**config.mk**
```make
export PLATFORM = sky130hd
export DESIGN_NAME = stbs_front
export DESIGN_NICKNAME = d
export VERILOG_FILES = /design/src/hw/rtl/assert_macros.svh /design/src/hw/rtl/stbs_pkg.sv /design/src/hw/rtl/stbs_front.sv
export SDC_FILE = /design/constraint.sdc
export NUM_CORES = 1
export LEC_CHECK = 0
export BUFFER_PORTS_ARGS = -buffer_cell sky130_fd_sc_hd__buf_2
export CAP_MARGIN = 20
export CORE_MARGIN = 2
export CORE_UTILIZATION = 24
export DETAILED_ROUTE_END_ITERATION = 10
export PLACE_DENSITY = 0.95
export SLEW_MARGIN = 20
export SYNTH_ARGS = -nofsm -noshare
export SYNTH_HDL_FRONTEND = slang
export SYNTH_SLANG_ARGS = --single-unit
```
**constraint.sdc**
```tcl
create_clock -name vclk -period 0.8
set_input_delay 0.04 -clock vclk [all_inputs]
set_output_delay 0.04 -clock vclk [all_outputs]
set_load 0.01 [all_outputs]
```
**src/hw/rtl/assert_macros.svh**
```systemverilog
// Assertion macros shared by the RTL files of the sorted table search core.
// No dependencies; take it in with an include of the bare file name.
`ifndef ASSERT_MACROS_SVH
`define ASSERT_MACROS_SVH

// same-cycle implication, disabled during reset
`define ASSERT_IMP(lbl, clk, rst_n, ante, cons) \
	lbl: assert property (@(posedge clk) disable iff (!(rst_n)) (ante) |-> (cons)) \
		else $error("same-cycle implication violated");

// next-cycle implication, disabled during reset
`define ASSERT_NXT(lbl, clk, rst_n, ante, cons) \
	lbl: assert property (@(posedge clk) disable iff (!(rst_n)) (ante) |=> (cons)) \
		else $error("next-cycle implication violated");

`endif

```
**src/hw/rtl/stbs_pkg.sv**
```systemverilog
// Package for the sorted table search core: field widths, codes, command type.
// No dependencies.
package stbs_pkg;

	localparam int CW = 11;
	localparam int IW = 10;
	localparam int WW = 32;

	localparam int QDEPTH = 2;
	localparam int QAW    = $clog2(QDEPTH);
	localparam int QCW    = QAW + 1;

	localparam logic KIND_WRITE  = 1'b0;
	localparam logic KIND_SEARCH = 1'b1;

	typedef enum logic [1:0] {
		MODE_EXACT  = 2'd0,
		MODE_FLOOR  = 2'd1,
		MODE_INSERT = 2'd2
	} mode_t;

	typedef enum logic {
		OP_WRITE  = 1'b0,
		OP_SEARCH = 1'b1
	} op_t;

	typedef struct packed {
		op_t             op;
		logic [IW-1:0]   idx;
		logic [WW-1:0]   word;
		logic [CW-1:0]   count;
		mode_t           mode;
	} cmd_t;

	typedef enum logic [1:0] {
		ST_IDLE,
		ST_PROBE,
		ST_CMP,
		ST_DONE
	} eng_state_t;

endpackage

```
**src/hw/rtl/stbs_front.sv**
```systemverilog
// Front end: accepts input transactions, drops out-of-range writes, clamps the
// count and decodes the mode into a command. Depends on stbs_pkg.
module stbs_front import stbs_pkg::*; #(
	parameter int TABLE_DEPTH = 1024
) (
	input  logic            in_valid,
	output logic            in_ready,
	input  logic            kind,
	input  logic [IW-1:0]   entry_index,
	input  logic [WW-1:0]   word,
	input  logic [CW-1:0]   valid_count,
	input  logic [1:0]      mode,
	input  logic            q_full,
	output logic            q_push,
	output cmd_t            q_cmd
);

	localparam logic [31:0] DEPTH32 = 32'(TABLE_DEPTH);

	logic drop;

	assign in_ready = !q_full;
	assign drop     = (kind == KIND_WRITE) && (32'(entry_index) >= DEPTH32);
	assign q_push   = in_valid && in_ready && !drop;

	always_comb begin
		q_cmd.op    = (kind == KIND_SEARCH) ? OP_SEARCH : OP_WRITE;
		q_cmd.idx   = entry_index;
		q_cmd.word  = word;
		q_cmd.count = (32'(valid_count) > DEPTH32) ? CW'(TABLE_DEPTH) : valid_count;
		unique case (mode)
			MODE_FLOOR:  q_cmd.mode = MODE_FLOOR;
			MODE_INSERT: q_cmd.mode = MODE_INSERT;
			default:     q_cmd.mode = MODE_EXACT;
		endcase
	end

endmodule

```
==> results of run 1 <==
-- metal layers --
metal,vias to the layer above,GRT usage [%]
li1,101,-
met1,104,1.56
met2,41,9.60
met3,10,2.64
met4,0,4.32
met5,-,0
-- power groups by stage --
stage | Sequential [uW] | Clock [uW] | Combinational [uW]
after detailed placement | 0 | 0 | 146
after global placement | 0 | 0 | 144
after floorplan | 0 | 0 | 298
after CTS | 0 | 0 | 146
after global routing | 0 | 0 | 158
final | 0 | 0 | 144
-- worst max-delay path, stage by stage --
cell,delay (ns)
buf_2,0.28
nor2b_2,0.08
buf_2,0.14
-- kinds of logic after synthesis --
kind of cell	synth area share, %
simple gates	25.4
buf+inv	74.6
-- cell type report --
cell class / instances / area [um2] / share of cell area, %
Tap cell: 25 / 31.3 / 10.4
Inverter: 1 / 3.75 / 1.24
Timing Repair Buffer: 30 / 150 / 49.8
Multi-Input combinational cell: 13 / 116 / 38.6
-- stage by stage --
| stage | power (uW) | cell area, um2 | hold slack [ns] | util (%) |
|---|---|---|---|---|
| floorplan | 298 | 458 | 0.124 | - |
| global placement | 144 | 302 | 0.0801 | 17.1 |
| detailed placement | 146 | 302 | 0.0801 | 17.1 |
| CTS | 146 | 302 | 0.0801 | 17.1 |
| global route | 158 | 302 | 0.0800 | 17.1 |
| finish | 144 | 302 | 0.0800 | 17.1 |
-- layout by cell type, fill, tap and decap left out --
cell / count
buf_2: 30
inv_1: 1
nor2b_1: 3
nor2b_2: 8
nor2b_4: 2
-- path summary, 6_finish.rpt --
kind	slack [ns]	depth (start not counted)	endpoint
max	0.22	3	q_cmd[6]
min	0.08	0	q_cmd[14]
==> flow_summary_export.csv, run 1 <==
group,metric,value,unit
power,internal_power,78.8,uW
cells_and_area,fin_nets,104,
floorplanning,rows,15,
sta,tns,0,ns
routing,wl_met3,184,um
cells_and_area,n_antenna_cell,0,
floorplanning,core,1760,um2
worst_setup_path,crit_path_start_kind,"primary input",
floorplanning,num_io_pins,116,
floorplanning,fp.dieH,47.7,um
sta,rsz0062_at_grt,"false",
grt,grt_pass1_vias,181,
sta,finalCritPeriodShare,72.5,%
logic_synthesis,synth_common_cells,"buf_4, nor2b_2, nor2b_1",
power,p_per_area,478,nW/um2
worst_setup_path,cp-startpoint,"valid_count[10]",
cells_and_area,regArea,0,um2
logic_synthesis,syn_nets,117,
routing,top_layer,"met4",
grt,grt_pass1_wl,703,um
routing,drt-met1-wl,193,um
clocking,hold_buffers,0,
routing,wl_met2,341,um
place,place_congestion,0.465,
power,p_leak,0.000181,uW
cells_and_area,drive_gt1_share,90.9,%
routing,vias,256,
worst_setup_path,path_class,"primary input to output port",
place,post-place-ws,0.214,ns
clocking,cts.repair.resized,0,
logic_synthesis,yosysWarnings,0,
status,status,"complete, no violations",
floorplanning,start_util,26.0,%
logic_synthesis,ys_seq_area_share,0,%
routing,via_per_inst,3.71,
sta,setup_viol,0,
routing,drtIter0Drc,0,
floorplanning,die_w,47.7,um
logic_synthesis,post-synth-top-count-cell,"buf_4",
sta,hold_viol,0,
grt,antenna_found_initial,0,
sta,fmax,1720,MHz
sta,post-route-min-period,0.580,ns
logic_synthesis,synth_top_area_share,70.5,%
worst_setup_path,setup.worst_path.end_class,"output port",
cells_and_area,nClkBuffers,0,
sta,worst_slew_pin_slew,0.310,ns
logic_synthesis,yosys.area.top_type,"buf_4",
floorplanning,die-area,2270,um2
sta,slew_headroom,79.3,%
cells_and_area,area_growth,-34.2,%
power,combPwrFrac,100.0,%
grt,grt-ovfl-total,0,
place,dp.cells,69,
cells_and_area,fill_cells,216,
cells_and_area,fin_cells,69,
cells_and_area,design.seq.count,0,
worst_setup_path,required,0.76,ns
logic_synthesis,syn_area,458,um2
logic_synthesis,ys_types,7,
logic_synthesis,netlist_instances,59,
power,ir_drop,84.7,uV
worst_setup_path,arrival,0.54,ns
routing,wl_per_cell,11.1,um
sta,fin_ws,0.220,ns
routing,route.detailed.drc,0,
place,portBuffers,30,
worst_setup_path,cp_max_fo,11,
grt,track_usage,4.41,%
logic_synthesis,syn_avg_cell_area,7.76,um2
min_path,hold_start,"word[1]",
min_path,min-delay-path-class,"primary input to output port",
routing,firstDrtPassIters,1,
power,p_clk_share,0,%
power,p_switching,65.2,uW
power,p_seq_share,0,%
power,swShare,45.3,%
clocking,cts_setup_buffers,0,
routing,detail-route-antenna-nets,0,
job,maxCapViolations,0,
logic_synthesis,yosys-top-cells-area,"buf_4, nor2b_2, nor2b_4",
routing,postRouteWirelength,764,um
grt,grt_max_degree,12,
sta,slew_viol_final,0,
(Power assumes the default switching activity.)
==> run 2: changes to the inputs <==
ABC_AREA = 1   (was unset)
CORE_UTILIZATION = 23   (was 24)
==> run 2 against run 1 <==
The flow now finishes with violations (negative setup slack). Total power grew 53%. Worst hold slack is essentially flat. Die area grew 5.8%. First-iteration DRC count is 3 higher. Critical path depth up 5. Via count is 36% higher. Wire length up 35%. Global-route usage rose by 3.9 points. Synthesized area increased by 1.9%. Utilization rose by 6.7 points. Fmax fell by 31%. Non-clock buffer count up 2. Critical path type unchanged.
==> flow_summary_export.csv, run 2 <==
group,metric,value,unit
cells_and_area,fin_nets,128,
worst_setup_path,cp_max_fo,5,
clocking,hold_buffers,0,
sta,fmax,1200,MHz
worst_setup_path,path_class,"primary input to output port",
power,p_leak,0.000278,uW
routing,firstDrtPassIters,2,
sta,finalCritPeriodShare,105,%
routing,postRouteWirelength,1.03,mm
floorplanning,fp.dieH,49.0,um
floorplanning,num_io_pins,116,
routing,drtIter0Drc,3,
routing,vias,347,
min_path,min-delay-path-class,"primary input to output port",
cells_and_area,mostFrequentLayoutCells,"buf_2, inv_1, buf_6",
cells_and_area,mostFrequentLayoutCell,"buf_2",
floorplanning,rows,16,
floorplanning,start_util,24.0,%
place,hpwl,850,um
logic_synthesis,post-synth-top-count-cell,"buf_4",
routing,detail-route-antenna-nets,0,
sta,slew_viol_final,0,
power,total_power,220,uW
power,ir_drop,141,uV
sta,hold_viol,0,
worst_setup_path,crit_path_start_kind,"primary input",
cells_and_area,regArea,0,um2
floorplanning,die-area,2410,um2
floorplanning,die_w,49.0,um
worst_setup_path,setup.worst_path.end_class,"output port",
routing,via_per_inst,3.65,
grt,antenna_found_initial,0,
logic_synthesis,ys_types,6,
place,dp.cells,95,
floorplanning,core,1940,um2
place,place_congestion,0.571,
logic_synthesis,yosys-top-cells-area,"buf_4, nor2_1, inv_1",
cells_and_area,design.seq.count,0,
worst_setup_path,arrival,0.80,ns
logic_synthesis,synth_top_area_share,69.2,%
routing,wl_per_cell,10.9,um
status,violations,"negative setup slack",
grt,track_usage,8.29,%
routing,route.detailed.drc,0,
sta,fin_ws,-0.0360,ns
sta,post-route-min-period,0.836,ns
logic_synthesis,syn_nets,138,
grt,grt_pass1_vias,368,
cells_and_area,drive_gt1_share,67.6,%
logic_synthesis,synth_common_cells,"buf_4, nor2_1, inv_1",
place,portBuffers,30,
worst_setup_path,required,0.76,ns
sta,slew_headroom,90.8,%
job,maxCapViolations,0,
sta,rsz0062_at_grt,"true",
cells_and_area,area_growth,-1.07,%
sta,worst_slew_pin_slew,0.138,ns
logic_synthesis,ys_seq_area_share,0,%
grt,grt_max_degree,6,
cells_and_area,n_antenna_cell,0,
logic_synthesis,netlist_instances,80,
cells_and_area,nClkBuffers,0,
cells_and_area,fin_cells,95,
power,p_per_area,477,nW/um2
logic_synthesis,syn_area,467,um2
grt,grt_pass1_wl,1.58,mm
logic_synthesis,yosys.area.top_type,"buf_4",
logic_synthesis,yosysWarnings,0,
logic_synthesis,syn_avg_cell_area,5.83,um2
cells_and_area,final_area,462,um2
place,placed_cell_area,339,um2
status,status,"complete, but fails checks",
sta,setup_viol,9,
sta,hold-worst-slack,0.0800,ns
grt,grt-ovfl-total,0,
## run 2: logic make-up after synthesis
| kind of cell | share of synthesized area (%) |
|---|---|
| buf+inv | 82.0 |
| simple gates | 18.0 |
## run 2: final cells by class
class / count / area, um2
inverters: 15 / 56.3
multi-input cells: 21 / 139
repair buffers: 32 / 233
fillers: 226 / 1480
well taps: 27 / 33.8
## run 2: worst max-delay path: stages
cell and delay (ns):
buf_2 0.10, inv_2 0.07, nand3_1 0.09, nor2_2 0.12, nor2_2 0.05, buf_6 0.13, nor2_2 0.07, buf_2 0.13
## run 2: power by group
| part | switching (uW) | internal [uW] | total [uW] |
|---|---|---|---|
| Combinational | 102 | 118 | 220 |
| Clock | 0 | 0 | 0 |
| Sequential | 0 | 0 | 0 |
## run 2: final timing paths
| path | slack (ns) | end | startpoint | depth (start not counted) |
|---|---|---|---|---|
| min | 0.08 | q_cmd[37] | word[24] | 0 |
| max | -0.04 | q_cmd[2] | valid_count[3] | 8 |
## run 2: routing by layer
metal	vias up	routed length [um]	track usage, %
met5	-	0	0
met4	0	92	8.10
met3	22	191	3.99
met2	35	497	16.4
met1	131	250	5.00
li1	159	-	-
## run 2: through the flow
stage          setup slack [ns]  setup TNS, ns  util [%]
6_report                -0.0360         -0.234      23.8
5_1_grt                  -0.121         -0.993      23.8
4_1_cts                 -0.0834         -0.610      20.8
3_5_place_dp             -0.147          -1.18      17.5
3_3_place_gp             -0.131          -1.12      17.5
2_1_floorplan             0.204              0         -
## run 2: repair_timing
action,CTS,global route
buffers inserted,0,0
resized for setup,15,16
pin swaps,8,5
endpoints found under the setup margin,9,9
gates cloned,0,0
