[config.mk]
export PLATFORM = sky130hd
export DESIGN_NAME = stbs_queue
export DESIGN_NICKNAME = d
export VERILOG_FILES = /design/src/hw/rtl/stbs_pkg.sv /design/src/hw/rtl/stbs_queue.sv
export VERILOG_INCLUDE_DIRS = /design/src /design/src/hw/rtl
export SDC_FILE = /design/constraint.sdc
export NUM_CORES = 1
export LEC_CHECK = 0
export BUFFER_PORTS_ARGS = -buffer_cell sky130_fd_sc_hd__buf_2
export CAP_MARGIN = 5
export CORE_ASPECT_RATIO = 1.5
export CORE_MARGIN = 2
export CORE_UTILIZATION = 50
export DETAILED_ROUTE_END_ITERATION = 10
export PLACE_DENSITY = 0.77
export SLEW_MARGIN = 10
export SYNTH_ARGS = -nofsm -noshare
export SYNTH_HDL_FRONTEND = slang
export SYNTH_SLANG_ARGS = --single-unit
[constraint.sdc]
create_clock -name clk -period 3.7 [get_ports clk]
set_input_delay 0.37 -clock clk [delete_from_list [all_inputs] [get_ports clk]]
set_output_delay 0.37 -clock clk [all_outputs]
set_load 0.02 [all_outputs]
[src/hw/rtl/assert_macros.svh]
// Assertion macros shared by the RTL files of the sorted table search core.
// No dependencies; take it in with an include of the bare file name.
`ifndef ASSERT_MACROS_SVH
`define ASSERT_MACROS_SVH

// same-cycle implication, disabled during reset
`define ASSERT_IMP(lbl, clk, rst_n, ante, cons) \
	lbl: assert property (@(posedge clk) disable iff (!(rst_n)) (ante) |-> (cons)) \
		else $error("same-cycle implication violated");

// next-cycle implication, disabled during reset
`define ASSERT_NXT(lbl, clk, rst_n, ante, cons) \
	lbl: assert property (@(posedge clk) disable iff (!(rst_n)) (ante) |=> (cons)) \
		else $error("next-cycle implication violated");

`endif

[src/hw/rtl/stbs_pkg.sv]
// Package for the sorted table search core: field widths, codes, command type.
// No dependencies.
package stbs_pkg;

	localparam int CW = 11;
	localparam int IW = 10;
	localparam int WW = 32;

	localparam int QDEPTH = 2;
	localparam int QAW    = $clog2(QDEPTH);
	localparam int QCW    = QAW + 1;

	localparam logic KIND_WRITE  = 1'b0;
	localparam logic KIND_SEARCH = 1'b1;

	typedef enum logic [1:0] {
		MODE_EXACT  = 2'd0,
		MODE_FLOOR  = 2'd1,
		MODE_INSERT = 2'd2
	} mode_t;

	typedef enum logic {
		OP_WRITE  = 1'b0,
		OP_SEARCH = 1'b1
	} op_t;

	typedef struct packed {
		op_t             op;
		logic [IW-1:0]   idx;
		logic [WW-1:0]   word;
		logic [CW-1:0]   count;
		mode_t           mode;
	} cmd_t;

	typedef enum logic [1:0] {
		ST_IDLE,
		ST_PROBE,
		ST_CMP,
		ST_DONE
	} eng_state_t;

endpackage

[src/hw/rtl/stbs_queue.sv]
// Two-entry command queue between the front end and the search engine.
// Depends on stbs_pkg and assert_macros.svh.
module stbs_queue import stbs_pkg::*; (
	input  logic clk,
	input  logic arst_n,
	input  logic push,
	input  cmd_t push_cmd,
	output logic full,
	input  logic pop,
	output cmd_t pop_cmd,
	output logic nonempty
);

`include "assert_macros.svh"

	cmd_t            slot_q [QDEPTH];
	logic [QAW-1:0]  wr_ptr_q;
	logic [QAW-1:0]  rd_ptr_q;
	logic [QCW-1:0]  cnt_q;

	assign full     = (cnt_q == QCW'(QDEPTH));
	assign nonempty = (cnt_q != '0);
	assign pop_cmd  = slot_q[rd_ptr_q];

	always_ff @(posedge clk or negedge arst_n) begin
		if (!arst_n) begin
			wr_ptr_q <= '0;
			rd_ptr_q <= '0;
			cnt_q    <= '0;
		end else begin
			if (push) wr_ptr_q <= wr_ptr_q + 1'b1;
			if (pop)  rd_ptr_q <= rd_ptr_q + 1'b1;
			if (push && !pop)      cnt_q <= cnt_q + 1'b1;
			else if (pop && !push) cnt_q <= cnt_q - 1'b1;
		end
	end

	always_ff @(posedge clk) begin
		if (push) slot_q[wr_ptr_q] <= push_cmd;
	end

	`ASSERT_IMP(a_no_overflow, clk, arst_n, push, cnt_q < QCW'(QDEPTH))
	`ASSERT_IMP(a_no_underflow, clk, arst_n, pop, cnt_q != '0)
	`ASSERT_NXT(a_fill_step, clk, arst_n, push && !pop, cnt_q == $past(cnt_q) + 1'b1)

endmodule

==> impl_metrics.py, run 1 <==
metrics = {
    "status": {
        "status": "finished clean",
    },
    "worst_hold_path": {
        "worstHoldPathCells": 1,
        "hold_path.class": "in -> reg",
        "min_from": "push_cmd[47]",
        "hold_path_end": "slot_q[0][47]",
    },
    "finish": {
        "fin_cells": 443,
        "areaGrowthSynthToFinish_pct": 28.1,
        "diodes": 0,
        "drive_gt1_share_pct": 60.1,
        "final_nets": 386,
    },
    "detailed_routing": {
        "drt-initial-drc-count": 77,
        "first_pass_iters": 4,
        "viasPerCell": 4.97,
        "antenna_left": 0,
        "routed_wl_mm": 7.24,
        "vias": 2203,
        "drc": 0,
        "wl_per_cell_um": 16.3,
    },
    "sta": {
        "slew_violations": 0,
        "final.period_utilization_pct": 65.1,
        "rsz0062_at_grt": "no",
        "fin_skew_ps": 6.84,
        "hold_violations": 0,
        "max_freq_mhz": 415,
        "finalSetupViolations": 0,
        "period_needed_ps": 2410,
        "setup_ws_ps": 1290,
        "relSlewSlack_pct": 39.4,
        "tightest_slew_ps": 910,
        "setup_tns_ps": 0,
    },
    "worst_setup_path": {
        "r2r-start": "wr_ptr_q",
        "reg2reg_to": "slot_q[0][31]",
        "endpoint_kind": "primary output",
        "crit_required_ps": 3330,
        "path_class": "reg -> out",
        "cp.arrival_ps": 2040,
        "startpoint_type": "register",
        "reg2reg_depth": 2,
        "r2r_slack_ps": 2050,
        "worstPathMaxFanout": 57,
    },
    "power": {
        "power_leakage_nw": 2.23,
        "peakVddDrop_v": 0.000538,
        "powerDensity_nw_per_um2": 830,
    },
    "logic_synthesis": {
        "synth_nets": 251,
        "yosysSeqAreaShare_pct": 79.6,
        "syn_avg_cell_area_um2": 22.9,
        "synth.distinct_cells": 14,
        "synth_top_area_cell": "edfxtp_1",
        "yosysWarnings": 0,
        "ys_top_cells_by_area": "edfxtp_1 77%, mux2_4 10%, mux2_2 6.7%, dfrtp_1 2.3%, buf_6 1.0%",
        "synth_top_area_share_pct": 77.3,
        "yosys_register_bits": 116,
        "synthCells": 190,
        "syn_area_um2": 4350,
    },
    "global_routing": {
        "grtUsageTotal_pct": 16.2,
        "grt_overflow_total": 0,
        "grt_max_degree": 58,
        "grt_pass1_vias": 2360,
        "antenna_found_initial": 0,
        "grt_pass1_wl_mm": 11.1,
    },
    "cts": {
        "postCtsSetupBuffers": 0,
        "tritoncts": "built",
        "cts_buffers": 17,
        "cts.clk_slew.worst_paths_ps": 50,
        "cts.sinks": 116,
        "hold_buffers": 1,
        "clock_latency_ps": 400,
        "cts_root_buf": "clkbuf_16",
        "cts_resized": 0,
        "h-tree-depth": 4,
        "clockBufferDepth": 2,
    },
    "die": {
        "die-area_um2": 9480,
        "num_io_pins": 118,
        "fp-row-count": 41,
        "fp.coreArea_um2": 8410,
        "die_x_um": 80.2,
        "initial_core_util_pct": 51.7,
        "fp.dieH_um": 118,
    },
    "placement": {
        "portBuffers": 117,
        "dp_cells": 412,
        "hpwl_mm": 4.76,
        "routabilityCongestion": 0.721,
        "dpl_worst_slack_ps": 1680,
    },
    "flow_run": {
        "max_cap_viol_count": 0,
    },
}
routing by layer:
layer  wire [µm]  part of all wire, %  GRT usage [%]  vias to the layer above
met3         477                  6.6           7.02                       14
met1        2620                   36           16.1                     1082
met2        3960                   55           27.7                       81
met5           0                    0              0                        -
li1            -                    -              -                     1026
met4         182                  2.5           8.79                        0
state kept, by name, summed over array words and instances (netlist names):
name,count
cnt_q,2
rd_ptr_q,1
slot_q,112
wr_ptr_q,1
power by group:
part	switching (W)	internal (W)	leakage (nW)
clock network	0.000483	0.000890	0.248
logic	0.000673	0.000612	0.884
registers	0.000213	0.00175	1.10
total	0.00137	0.00325	2.23
critical path, stage by stage (launching register included):
cell and delay [ps]:
dfrtp_4 1010, mux2_2 430, buf_2 160
cell type report:
| class | count | area, µm² |
|---|---|---|
| Tap cell | 107 | 134 |
| Fill cell | 600 | 2840 |
| Clock inverter | 10 | 67.6 |
| Multi-Input combinational cell | 67 | 837 |
| Inverter | 1 | 3.75 |
| Sequential cell | 116 | 3470 |
| Clock buffer | 20 | 437 |
| Timing Repair Buffer | 122 | 626 |
Yosys cell counts:
cell type / number
nor2_1: 1
xnor2_1: 1
mux2_2: 26
mux2_4: 30
buf_6: 4
or2_2: 1
inv_1: 1
nor2b_1: 2
ha_1: 1
and2_1: 1
xor2_1: 4
dfrtp_1: 4
buf_2: 2
edfxtp_1: 112
logic make-up after synthesis:
| kind of cell | synth area share (%) |
|---|---|
| muxes | 17.1 |
| xor gates and xnor gates | 1.01 |
| adders and majority gates | 0.288 |
| buffers and inverters | 1.35 |
| and+or+nand+nor | 0.662 |
| DFF | 79.6 |
placed cells by master (no fill, tap or decap), drive strengths merged, types with 2 or more instances in the layout:
| cell | n |
|---|---|
| buf | 121 |
| edfxtp | 112 |
| mux2 | 56 |
| clkbuf | 20 |
| clkinv | 9 |
| xor2 | 4 |
| dfrtp | 4 |
| nor2b | 2 |
how the worst max path moves through the flow:
stage | startpoint | to | slack [ps] | cells after the start
finish | rd_ptr_q | pop_cmd[35] | 1290 | 2
CTS | rd_ptr_q | pop_cmd[40] | 1250 | 2
floorplan | wr_ptr_q | slot_q[0][0] | 330 | 1
detailed placement | rd_ptr_q | pop_cmd[40] | 1680 | 2
global placement | rd_ptr_q | pop_cmd[40] | 1690 | 2
global route | rd_ptr_q | pop_cmd[35] | 1210 | 2
metrics by stage:
| stage | hold slack (ps) | total power [W] | util, % | instance area, µm² |
|---|---|---|---|---|
| 6_report | 154 | 0.00462 | 66.2 | 5570 |
| 5_1_grt | 140 | 0.00482 | 66.2 | 5570 |
| 3_5_place_dp | 181 | 0.00330 | 60.1 | 5060 |
| 4_1_cts | 133 | 0.00468 | 66.2 | 5570 |
| 3_3_place_gp | 178 | 0.00327 | 60.1 | 5060 |
| 2_1_floorplan | 74.4 | 0.00292 | - | 4350 |
No activity file was read; power rests on OpenSTA's default activity.
==> inputs of run 2 (changes only) <==
--- a/config.mk
+++ b/config.mk
@@ -6,13 +6,14 @@
 export SDC_FILE = /design/constraint.sdc
 export NUM_CORES = 1
 export LEC_CHECK = 0
+export ABC_AREA = 1
 export BUFFER_PORTS_ARGS = -buffer_cell sky130_fd_sc_hd__buf_2
 export CAP_MARGIN = 5
 export CORE_ASPECT_RATIO = 1.5
 export CORE_MARGIN = 2
-export CORE_UTILIZATION = 50
+export CORE_UTILIZATION = 47
 export DETAILED_ROUTE_END_ITERATION = 10
-export PLACE_DENSITY = 0.77
+export PLACE_DENSITY = 0.76
 export SLEW_MARGIN = 10
 export SYNTH_ARGS = -nofsm -noshare
 export SYNTH_HDL_FRONTEND = slang
==> constraint.sdc (replaced) <==
create_clock -name clk -period 2.08 [get_ports clk]
set_input_delay 0.208 -clock clk [delete_from_list [all_inputs] [get_ports clk]]
set_output_delay 0.208 -clock clk [all_outputs]
set_load 0.02 [all_outputs]
==> run 2 against run 1 <==
Critical path depth up 1; total power rose by 84%; via count up 9.9%; register-to-register slack lost 1300 ps; critical endpoint is now pop_cmd[40]; sequential share of layout area shrank 5.8 points; non-clock buffer count increased by 52; synthesized area increased by 0.40%.
==> impl_metrics.py, run 2 <==
metrics = {
    "placement": {
        "hpwl_mm": 4.98,
        "dpl_worst_slack_ps": 559,
        "routabilityCongestion": 0.699,
        "portBuffers": 117,
    },
    "logic_synthesis": {
        "synth.most_common_cell": "edfxtp_1",
        "synth_top_area_cell": "edfxtp_1",
        "async_reset_ff_share_pct": 3.45,
        "synth_common_cells": "112 x edfxtp_1, 30 x mux2_4, 26 x mux2_2, 7 x inv_1, 6 x nand2_1",
        "yosys_register_bits": 116,
        "synth_top_area_share_pct": 77.0,
        "syn_area_um2": 4370,
        "syn_avg_cell_area_um2": 21.9,
        "yosysSeqAreaShare_pct": 79.3,
        "ys_top_cells_by_area": "edfxtp_1 77%, mux2_4 10%, mux2_2 6.7%, dfrtp_1 2.3%, buf_6 1.0%",
        "synthCells": 199,
        "synth_ff_type": "edfxtp_1",
        "synth_nets": 260,
        "synth_edf_count": 112,
        "synth.distinct_cells": 14,
        "yosysWarnings": 0,
    },
    "finish": {
        "final_nets": 447,
        "diodes": 0,
        "largest_reg_flops": 112,
        "regMostFlops": "slot_q",
        "top_regs": "slot_q: 112 flops, cnt_q: 2 flops",
        "drive_gt1_share_pct": 50.8,
        "final_common_cell": "buf_2",
        "layout_common_cells": "117 x buf_2, 112 x edfxtp_1, 51 x dlygate4sd3_1",
        "areaGrowthSynthToFinish_pct": 40.8,
    },
    "detailed_routing": {
        "wl_per_cell_um": 15.5,
        "drt-initial-drc-count": 75,
        "vias": 2422,
        "antenna_left": 0,
        "routed_wl_mm": 7.93,
        "viasPerCell": 4.75,
        "first_pass_iters": 4,
        "drc": 0,
    },
    "cts": {
        "postCtsSetupBuffers": 0,
        "cts.clk_slew.worst_paths_ps": 50,
        "cts_resized": 0,
        "cts.sinks": 116,
        "cts_root_buf": "clkbuf_16",
        "tritoncts": "built",
        "cts_buffers": 17,
        "clockBufferDepth": 2,
        "h-tree-depth": 4,
        "clock_latency_ps": 400,
    },
    "die": {
        "num_io_pins": 118,
        "fp.coreArea_um2": 9150,
        "die-area_um2": 10100,
        "initial_core_util_pct": 47.8,
        "die_x_um": 82.7,
        "fp.dieH_um": 122,
        "fp-row-count": 43,
    },
    "sta": {
        "max_freq_mhz": 522,
        "tightest_slew_ps": 442,
        "setup_ws_ps": 166,
        "final.period_utilization_pct": 92.0,
        "slew_violations": 0,
        "relSlewSlack_pct": 70.5,
        "fin_skew_ps": 5.98,
        "period_needed_ps": 1910,
        "hold_violations": 0,
        "finalSetupViolations": 0,
        "rsz0062_at_grt": "no",
        "setup_tns_ps": 0,
    },
    "global_routing": {
        "grt_pass1_vias": 2591,
        "grt_overflow_total": 0,
        "grt_max_degree": 36,
        "grtUsageTotal_pct": 16.7,
        "antenna_found_initial": 0,
        "grt_pass1_wl_mm": 12.1,
    },
    "worst_setup_path": {
        "worstPathMaxFanout": 22,
        "crit_chain": "buf_4 -> mux2_2 -> buf_2",
        "crit_required_ps": 1870,
        "cp.arrival_ps": 1710,
        "reg2reg_depth": 2,
        "r2r_slack_ps": 760,
        "startpoint_type": "register",
        "endpoint_kind": "primary output",
        "worst-path-buf-inv": 2,
        "path_class": "reg -> out",
        "slowest_stage": "dfrtp_4",
        "reg2reg_to": "slot_q[0][3]",
        "max_stage_delay_ps": 420,
        "r2r-start": "wr_ptr_q",
        "critPathTopFamily": "buffers and inverters",
    },
    "flow_run": {
        "max_cap_viol_count": 0,
    },
    "worst_hold_path": {
        "min_from": "push_cmd[4]",
        "hold_path_end": "slot_q[1][4]",
        "hold_path.class": "in -> reg",
        "worstHoldPathCells": 1,
    },
    "power": {
        "power_leakage_nw": 2.49,
        "peakVddDrop_v": 0.000927,
        "powerDensity_nw_per_um2": 1380,
    },
    "status": {
        "status": "finished clean",
    },
}
run 2: changes by cell type in the layout (fill, tap and decap cells not counted), sizes merged, moves of 2 or more:
cell and change:
xor2 -2, clkbuf +2, buf +2, dlygate4sd3 +50
nand2 +6, nor2b -2, clkinv -2, inv +6
run 2: worst max path at each step:
stage               startpoint      endpoint  slack (ps)  depth (start not counted)
floorplan             wr_ptr_q  slot_q[1][0]         110                          2
global placement      rd_ptr_q   pop_cmd[42]         570                          3
detailed placement    rd_ptr_q   pop_cmd[42]         560                          3
CTS                   rd_ptr_q   pop_cmd[42]         120                          3
global route          rd_ptr_q   pop_cmd[55]          80                          3
finish                rd_ptr_q   pop_cmd[40]         170                          3
run 2: cell type report:
class,instances,area (µm²)
clock buffers,22,444
clock inverters,9,87.6
fillers,635,3000
inverters,7,26.3
multi-input cells,70,831
flip-flops and latches,116,3470
well taps,112,140
repair buffers,174,1150
run 2: power breakdown:
part           total, W  internal (W)  switching, W
combinational   0.00267       0.00117       0.00149
sequential      0.00326       0.00312      0.000136
clock           0.00257       0.00172      0.000854
total           0.00849       0.00601       0.00248
run 2: worst reg2reg max path, stage by stage (launching register included):
cell and delay [ps]:
dfrtp_1 430, nor2_4 130, buf_4 390
run 2: metrics by stage:
| stage | total power, W | cells | utilization [%] | area [µm²] | hold WS, ps |
|---|---|---|---|---|---|
| after detailed placement | 0.00592 | 428 | 55.8 | 5110 | 33.8 |
| after global routing | 0.00889 | 510 | 67.2 | 6150 | 0.545 |
| after global placement | 0.00587 | 428 | 55.8 | 5110 | 29.0 |
| final | 0.00849 | 510 | 67.2 | 6150 | 13.4 |
| after floorplan | 0.00519 | 199 | - | 4380 | -87.6 |
| after CTS | 0.00860 | 510 | 67.2 | 6150 | 2.54 |
run 2: logic make-up after synthesis:
group	after synthesis	share of synthesized area, %
xor gates and xnor gates	3	0.602
adders and majority gates	1	0.286
buffers and inverters	13	1.86
DFF	116	79.3
muxes	56	17.0
and+or+nand+nor	10	0.945
run 2: metal layers:
layer / part of all wire, % / GRT usage (%) / vias to the layer above
met3: 4.6 / 5.26 / 14
li1: - / - / 1144
met2: 56 / 29.4 / 80
met4: 2.0 / 8.20 / 0
met5: 0 / 0 / -
met1: 37 / 17.6 / 1184
run 2: timing repair:
action                                  CTS  global route
hold buffers                             51             0
hold endpoints to repair                103             0
endpoints found under the setup margin    0             0
